`config.mk`:
```
export PLATFORM = sky130hd
export DESIGN_NAME = epbe_front
export DESIGN_NICKNAME = d
export VERILOG_FILES = /design/src/rtl/core/epbe_pkg.sv /design/src/rtl/core/epbe_front.sv
export SDC_FILE = /design/constraint.sdc
export NUM_CORES = 1
export LEC_CHECK = 0
export ABC_AREA = 1
export BUFFER_PORTS_ARGS = -buffer_cell sky130_fd_sc_hd__buf_2
export CORE_MARGIN = 3
export CORE_UTILIZATION = 35
export DETAILED_ROUTE_END_ITERATION = 10
export HOLD_SLACK_MARGIN = 0.1
export PLACE_DENSITY = 0.6
export SLEW_MARGIN = 5
export SYNTH_ARGS = -nofsm -noshare
export SYNTH_HDL_FRONTEND = slang
export SYNTH_SLANG_ARGS = --single-unit
```
`constraint.sdc`:
```
create_clock -name clk -period 1.88 [get_ports clk]
set_clock_uncertainty 0.05 [all_clocks]
set_input_delay 0.47 -clock clk [delete_from_list [all_inputs] [get_ports clk]]
set_output_delay 0.47 -clock clk [all_outputs]
set_load 0.02 [all_outputs]
```
`src/rtl/core/epbe_pkg.sv`:
```
// types and constants shared by the equal-population bin edge block
// no dependencies
`default_nettype none
package epbe_pkg;

	localparam int BIN_W = 8;
	localparam int CNT_W = 24;
	localparam int SUM_W = 32;
	localparam int IDX_W = 4;
	localparam logic [CNT_W-1:0] CNT_MAX = {CNT_W{1'b1}};

	localparam logic FUNC_ADD    = 1'b0;
	localparam logic FUNC_FINISH = 1'b1;
	localparam logic AXIS_ET     = 1'b0;
	localparam logic AXIS_ETA    = 1'b1;
	localparam logic [1:0] CLS_NEUTRINO = 2'd3;

	typedef struct packed {
		logic        func;
		logic [1:0]  obj_class;
		logic [11:0] et_ceil;
		logic [9:0]  eta_ceil;
	} obj_t;

	typedef struct packed {
		logic [1:0]       edge_class;
		logic             edge_axis;
		logic [IDX_W-1:0] edge_index;
		logic [BIN_W-1:0] edge_value;
		logic             last_edge;
	} res_t;

	typedef struct packed {
		logic             func;
		logic [1:0]       obj_class;
		logic [BIN_W-1:0] et_bin;
		logic [BIN_W-1:0] eta_bin;
		logic             eta_en;
	} cmd_t;

	typedef struct packed {
		logic take;
		logic clearing;
	} bstat_t;

endpackage
`default_nettype wire

```
`src/rtl/core/epbe_front.sv`:
```
// front part: takes object beats, drops out-of-range objects, queues commands
// depends on epbe_pkg
`default_nettype none
module epbe_front import epbe_pkg::*; #(
	parameter int MAX_ET       = 200,
	parameter int MAX_ETA_STEP = 200
) (
	input  wire logic   clk,
	input  wire logic   arst_n,
	input  wire logic   obj_valid,
	output logic        obj_stall,
	input  wire obj_t   obj,
	output logic        cmd_valid,
	output cmd_t        cmd,
	input  wire bstat_t bst
);
	localparam logic [11:0] ET_LIM  = 12'(MAX_ET);
	localparam logic [9:0]  ETA_LIM = 10'(MAX_ETA_STEP);

	cmd_t       queue_q [2];
	logic       wp_q, rp_q;
	logic [1:0] cnt_q;
	logic       in_range, push, pop;
	cmd_t       new_cmd;

	assign in_range = (obj.et_ceil <= ET_LIM) &&
		((obj.obj_class == CLS_NEUTRINO) || (obj.eta_ceil <= ETA_LIM));
	assign obj_stall = bst.clearing || (cnt_q == 2'd2);
	assign push = obj_valid && !obj_stall && ((obj.func == FUNC_FINISH) || in_range);
	assign pop = bst.take && cmd_valid;
	assign cmd_valid = (cnt_q != 2'd0);
	assign cmd = queue_q[rp_q];

	always_comb begin
		new_cmd.func      = obj.func;
		new_cmd.obj_class = obj.obj_class;
		new_cmd.et_bin    = obj.et_ceil[BIN_W-1:0];
		new_cmd.eta_bin   = obj.eta_ceil[BIN_W-1:0];
		new_cmd.eta_en    = (obj.obj_class != CLS_NEUTRINO);
	end

	always_ff @(posedge clk) begin
		if (push) begin
			queue_q[wp_q] <= new_cmd;
		end
	end

	always_ff @(posedge clk or negedge arst_n) begin
		if (!arst_n) begin
			wp_q  <= 1'b0;
			rp_q  <= 1'b0;
			cnt_q <= 2'd0;
		end else begin
			if (push) begin
				wp_q <= !wp_q;
			end
			if (pop) begin
				rp_q <= !rp_q;
			end
			cnt_q <= cnt_q + 2'(push) - 2'(pop);
		end
	end
endmodule
`default_nettype wire

```
==> impl_results.md, run 1 <==
* Syn Nets at 197
* RSZ-0062 raised after global routing: yes
* Worst-path clk slew at 0.08 ns
* Placed Area at 0.00233 sq mm
* Share of cells above drive strength 1 at 37.5%
* Drc violations at 0
* Hold worst-path end: queue_q[0][3]
* Clock Latency Late Sink at 0.28 ns
* CP Capture Type: register
* 1st-iter DRT viols at 33
* Worst setup margin at 0.0553 ns
* Clock share of power at 22.4%
* Vias in the first global route at 1286
* Max-slew headroom at 81.6%
* P_sw at 0.00109 W
* DR WL/cell at 11.6 um
* Worst Path Arrival at 1.95 ns
* Worst hold path class: input port to register
* Vias per cell at 4.16
* Post-route cell area at 0.00250 sq mm
* Die Area at 0.00614 sq mm
* Reg area at 0.00130 sq mm
* Total wire length at 3550 um
* Distinct cells, synth at 15
* Number of diodes at 0
* Least-Margin Pin Slew at 0.276 ns
* Post-DP HPWL at 2620 um
* Top-area cell type share of the netlist area at 65.6%
* Synth Area per Inst at 11.1 sq um
* Startpoint types: input port
* Drt pass-1 iters at 4
* Root buf cell: clkbuf_8
* Leakage Power at 1.16 nW
* CTS buffer count at 5
* Reg2reg setup slack at 0.07 ns
* Largest net degree at the start of global routing at 15
* Status: completed
* CTS tree: done
* Max-slew violation count at 0
* Nets at 271
* YS warnings at 0
* Yosys top cell by area: edfxtp_1
* Fin crit period at 1.82 ns
* Fill cell count at 464
* Synth cell count leaders: nand2_1, edfxtp_1, inv_1
* Initial antenna violation count at 0
* Flop pwr share at 39.4%
* Layout area overhead at 36.7%
* Combinational share of power at 38.2%
* R2r endpoint: cnt_q[1]
* Pwr/cell area at 1240 mW/mm^2
* Place WS at -0.291 ns
* I/O pins at 52
* PortBufs at 51
* Min-Delay Path Depth at 1
* Top-count cell post-synth: nand2_1
* Routed Antenna Nets at 0
* Net Sw Frac at 35.1%
* Final hold viol count at 0
* Max VDD drop at 0.000753 V
* Setup CP Type: input port to register
* Die X at 78.3 um
* H-Tree Level Count at 2
* Reg2reg start: cnt_q[0]
* GRT Residual Overflow at 0
* Max Freq at 0.548 GHz
* P_int at 0.00201 W
* CP Data Required Time at 2.00 ns
* RD Place Congestion at 0.727
* Area contributors post-synth: edfxtp_1, nand2_1, dfrtp_1
* Clock tree buffer depth at 2
* Area of the multi-input gates at 499 sq um
* End-of-flow core utilization at 51.3%
* Max cap viols at 0
* Via count at 1276
* Fraction of registers with async set/reset at 9.09%
* Top_reg_cell synth: edfxtp_1
* Clk sink count at 44
* Setup violations, final at 0
* Seq/Total Area, Yosys at 71.0%
* Mapped Area at 0.00183 sq mm
* Die Ht at 78.3 um
* Global-route wire length before repair at 5710 um
* Period Utilization, post-route at 97.1%
* Initial Util at 37.5%
* Cells after synthesis at 165
* All-Layer GR Usage at 12.1%
* Worst-path fanout max at 2
* Num rows at 25
* Postcts setup bufs at 0
* Hold path startpoint: obj[2]
* Post-synthesis register bit count at 44
* Number of enable flip-flop cells after synthesis at 40
* Core Box Area at 0.00488 sq mm
* R2R depth at 8
==> kinds of logic after synthesis <==
family | count (synthesis) | share of synthesized area, %
XOR/XNOR | 3 | 1.43
buffers and inverters | 21 | 4.30
flip-flops | 44 | 71.0
AND/OR/NAND/NOR | 93 | 21.0
adder cells (fa/ha/maj) | 2 | 1.37
AO/OA/AOI/OAI | 2 | 0.888
==> metal layers <==
metal / share of wire (%) / global-route usage [%]
met5: 0 / 0
met4: 1.1 / 4.20
met3: 4.0 / 2.98
met1: 43 / 13.8
met2: 51 / 21.8
==> cell usage in the layout (no fill, tap or decap), types with 2 or more instances in the layout <==
cell / Yosys / final
ha_4: 0 / 2
nor2_1: 7 / 5
buf_6: 0 / 3
nand2_2: 2 / 2
dfrtp_1: 4 / 4
xor2_1: 2 / 2
clkbuf_8: 0 / 5
buf_4: 0 / 16
nand2_1: 76 / 76
inv_1: 17 / 16
buf_12: 0 / 2
nor2_4: 3 / 5
edfxtp_1: 40 / 40
nand3_1: 4 / 4
buf_2: 0 / 49
==> worst max-delay path, cell delays in order <==
cell     delay, ns
buf_6         0.10
nor2_4        0.08
nand2_1       0.05
nand2_1       0.06
nand2_1       0.06
a21oi_2       0.16
nand2_1       0.08
nand2_2       0.08
nand2_2       0.07
ha_4          0.26
inv_2         0.03
ha_4          0.15
xnor2_2       0.13
xor2_1        0.15
==> metrics by stage <==
step	hold slack, ns	setup TNS, ns	std cells	total power (W)
floorplan	0.124	-0.0255	165	0.00192
global placement	0.231	-3.79	298	0.00237
CTS	0.327	0	307	0.00307
detailed placement	0.230	-2.90	298	0.00238
finish	0.333	0	307	0.00310
global route	0.325	-0.0391	307	0.00329
==> flip-flops by register name, summed over array words and instances, names as in the netlist <==
| name | cells |
|---|---|
| queue_q | 40 |
| wp_q | 1 |
| rp_q | 1 |
| cnt_q | 2 |
==> worst max-delay path by stage <==
stage | to | slack (ns) | startpoint | depth (start not counted)
2_1_floorplan | cnt_q[1] | -0.03 | bst[0] | 8
3_3_place_gp | cnt_q[1] | -0.28 | obj[11] | 14
3_5_place_dp | cnt_q[1] | -0.29 | obj[11] | 14
4_1_cts | cnt_q[1] | 0.03 | obj[11] | 14
5_1_grt | cnt_q[1] | -0.04 | obj[10] | 14
6_report | cnt_q[1] | 0.06 | obj[10] | 14
==> power groups by stage <==
stage	logic [W]	clock network (W)	registers (W)
finish	0.00118	0.000694	0.00122
global route	0.00131	0.000753	0.00123
CTS	0.00114	0.000711	0.00121
detailed placement	0.00114	0	0.00124
global placement	0.00114	0	0.00124
floorplan	0.000696	0	0.00123
==> final cells by class <==
class,instances,share of cell area (%)
repair buffers,71,17.9
clock buffers,6,2.90
flip-flops and latches,44,51.9
clock inverters,2,1.40
multi-input cells,100,19.9
inverters,17,2.55
well taps,67,3.35
==> timing repair <==
item	in CTS	in global routing
hold buffers	1	0
endpoints found under the setup margin	0	3
resized for setup	0	10
endpoints found under the hold margin	4	0
No activity file was read; power rests on OpenSTA's default activity.
==> run 2: changes to the inputs <==
ABC_AREA = default   (was 1)
HOLD_SLACK_MARGIN = 0.08   (was 0.1)
PLACE_DENSITY = 0.58   (was 0.6)
clock period = 1.8 ns   (was 1.88 ns; I/O delays follow)
==> impl_results.md, run 2 <==
* End-of-flow core utilization at 57.9%
* Mapped Area at 0.00179 sq mm
* Max cap viols at 0
* Die Ht at 77.5 um
* Most frequent cells in the layout: edfxtp_1, buf_2, buf_4
* PortBufs at 51
* Hold path startpoint: obj[3]
* DR WL/cell at 15.0 um
* Period Utilization, post-route at 110%
* Distinct cells, synth at 24
* Die X at 77.5 um
* Max VDD drop at 0.000743 V
* 1st-iter DRT viols at 50
* Status: finished with violations
* P_sw at 0.000992 W
* Via count at 1225
* CP Data Required Time at 1.77 ns
* Core Box Area at 0.00482 sq mm
* Min-Delay Path Depth at 1
* Yosys top cell by area: edfxtp_1
* Total wire length at 3980 um
* Synth Area per Inst at 17.5 sq um
* Die Area at 0.00600 sq mm
* Layout area overhead at 56.1%
* Area contributors post-synth: edfxtp_1, mux2_2, dfrtp_1
* Failing checks: negative setup slack
* Clock share of power at 22.9%
* Worst setup margin at -0.175 ns
* Clock Latency Late Sink at 0.29 ns
* Initial Util at 37.1%
* Global-route wire length before repair at 6140 um
* CP Capture Type: register
* YS warnings at 0
* I/O pins at 52
* Max-slew headroom at 79.3%
* Share of cells above drive strength 1 at 66.7%
* Setup TNS at -8.04 ns
* Top cell by count, worst path: buf_4
* Setup CP Type: input port to register
* Startpoint types: input port
* Top_reg_cell synth: edfxtp_1
* Cells after synthesis at 102
* Least-Margin Pin Slew at 0.309 ns
* Drc violations at 0
* RSZ-0062 raised after global routing: yes
* Number of diodes at 0
* Max-slew violation count at 0
* Slowest-stage cell, CP: nor4_4
* Flop pwr share at 37.8%
* Num rows at 25
* Largest regs: queue_q x40, cnt_q x2
* Syn Nets at 134
* Post-DP HPWL at 2760 um
* Top reg by flops: queue_q
* Top-count cell post-synth: edfxtp_1
* Post-synthesis register bit count at 44
* Final hold viol count at 0
* Worst-path fanout max at 8
* Net Sw Frac at 29.8%
* Worst hold path class: input port to register
* R2r endpoint: cnt_q[1]
* Vias per cell at 4.62
* P_int at 0.00234 W
* Routed Antenna Nets at 0
* Critical path's largest stage delay at 0.25 ns
* Pwr/cell area at 1190 mW/mm^2
* Max reg flops at 40
* Reg2reg setup slack at -0.12 ns
* Seq/Total Area, Yosys at 72.8%
* Synth cell count leaders: edfxtp_1, mux2_2
* Fraction of registers with async set/reset at 9.09%
* Fin crit period at 1.97 ns
* CP Cell Sequence: buf_2 -> nor4_4 -> o211ai_1 -> a21o_1 -> buf_4 -> buf_6 -> a211oi_4 -> buf_4 -> buf_12
* R2R depth at 8
* GRT Residual Overflow at 0
* Most common cell after layout, fill and taps aside: edfxtp_1
* Worst-path clk slew at 0.08 ns
* Largest net degree at the start of global routing at 21
* Max Freq at 0.506 GHz
* RD Place Congestion at 0.727
* Initial antenna violation count at 0
* Hold worst-path end: queue_q[0][4]
* Clock tree buffer depth at 2
* Nets at 229
* Combinational share of power at 39.3%
* Top-area cell type share of the netlist area at 67.2%
* CTS tree: done
* H-Tree Level Count at 2
* Root buf cell: clkbuf_8
* CTS buffer count at 5
* Vias in the first global route at 1293
* Setup violations, final at 61
* Number of enable flip-flop cells after synthesis at 40
* Reg2reg start: cnt_q[1]
* All-Layer GR Usage at 13.4%
* Drt pass-1 iters at 4
* Worst Path Arrival at 1.94 ns
* Leakage Power at 1.11 nW
* Clk sink count at 44
* Place WS at -0.576 ns
## run 2: cell types whose count changed after synthesis, sizes merged, moves of 4 or more
cell / change
o211ai: +4
nor2: -8
clkbuf: -4
inv: -13
nand2: -77
mux2: +20
## run 2: worst max-delay path, delay by kind of cell
family                 cells  cell delay, ns
AO/OA/AOI/OAI              3            0.57
buffers and inverters      5            0.66
AND/OR/NAND/NOR            1            0.25
## run 2: cell type report
type / count / area [sq um]
Fill cell: 410 / 2030
Sequential cell: 44 / 1300
Timing Repair Buffer: 90 / 691
Multi-Input combinational cell: 52 / 583
Tap cell: 67 / 83.8
Clock buffer: 5 / 68.8
Clock inverter: 3 / 46.3
Inverter: 4 / 15.0
## run 2: worst max path at each step
stage	from	to	cells past startpoint
finish	obj[20]	queue_q[1][7]	9
detailed placement	obj[0]	cnt_q[1]	10
global placement	obj[0]	cnt_q[1]	10
floorplan	obj[21]	queue_q[0][0]	4
global route	obj[20]	queue_q[1][7]	9
CTS	cnt_q[1]	cnt_q[1]	8
## run 2: metal layers
metal | part of all wire (%) | up-vias | global-route usage, %
li1 | - | 584 | -
met1 | 40 | 591 | 14.7
met2 | 53 | 35 | 23.3
met3 | 3.5 | 15 | 3.71
met4 | 3.7 | 0 | 7.12
met5 | 0 | - | 0
## run 2: cells by family (layout without fill, tap and decap cells)
group / after synthesis / in the layout / synth area share [%]
flops: 44 / 44 / 72.8
mux: 20 / 20 / 12.6
simple gates: 17 / 17 / 5.81
compound gates: 10 / 10 / 4.55
buf+inv: 6 / 102 / 1.40
xor+xnor: 3 / 3 / 1.47
fa+ha+maj: 2 / 2 / 1.40
## run 2: per-stage QoR
| step | total power (W) | cell area, sq um | instances | hold WS (ns) |
|---|---|---|---|---|
| after floorplan | 0.00192 | 1830 | 102 | 0.104 |
| final | 0.00333 | 2790 | 265 | 0.314 |
| after CTS | 0.00320 | 2640 | 261 | 0.299 |
| after global placement | 0.00230 | 2420 | 250 | 0.210 |
| after global routing | 0.00349 | 2790 | 265 | 0.295 |
| after detailed placement | 0.00233 | 2420 | 250 | 0.212 |
## run 2: repair_timing
item / 4_1_cts / 5_1_grt
endpoints found under the hold margin: 4 / 0
hold buffers: 1 / 0
gates resized for setup: 18 / 28
endpoints found under the setup margin: 63 / 63
pin swaps: 8 / 5
setup buffers: 2 / 3
gates cloned: 0 / 1
## run 2: power by group through the flow
stage / clock, W / sequential [W] / combinational, W
global placement: 0 / 0.00127 / 0.00103
floorplan: 0 / 0.00126 / 0.000656
CTS: 0.000781 / 0.00126 / 0.00116
global route: 0.000828 / 0.00127 / 0.00140
finish: 0.000761 / 0.00126 / 0.00131
detailed placement: 0 / 0.00127 / 0.00105
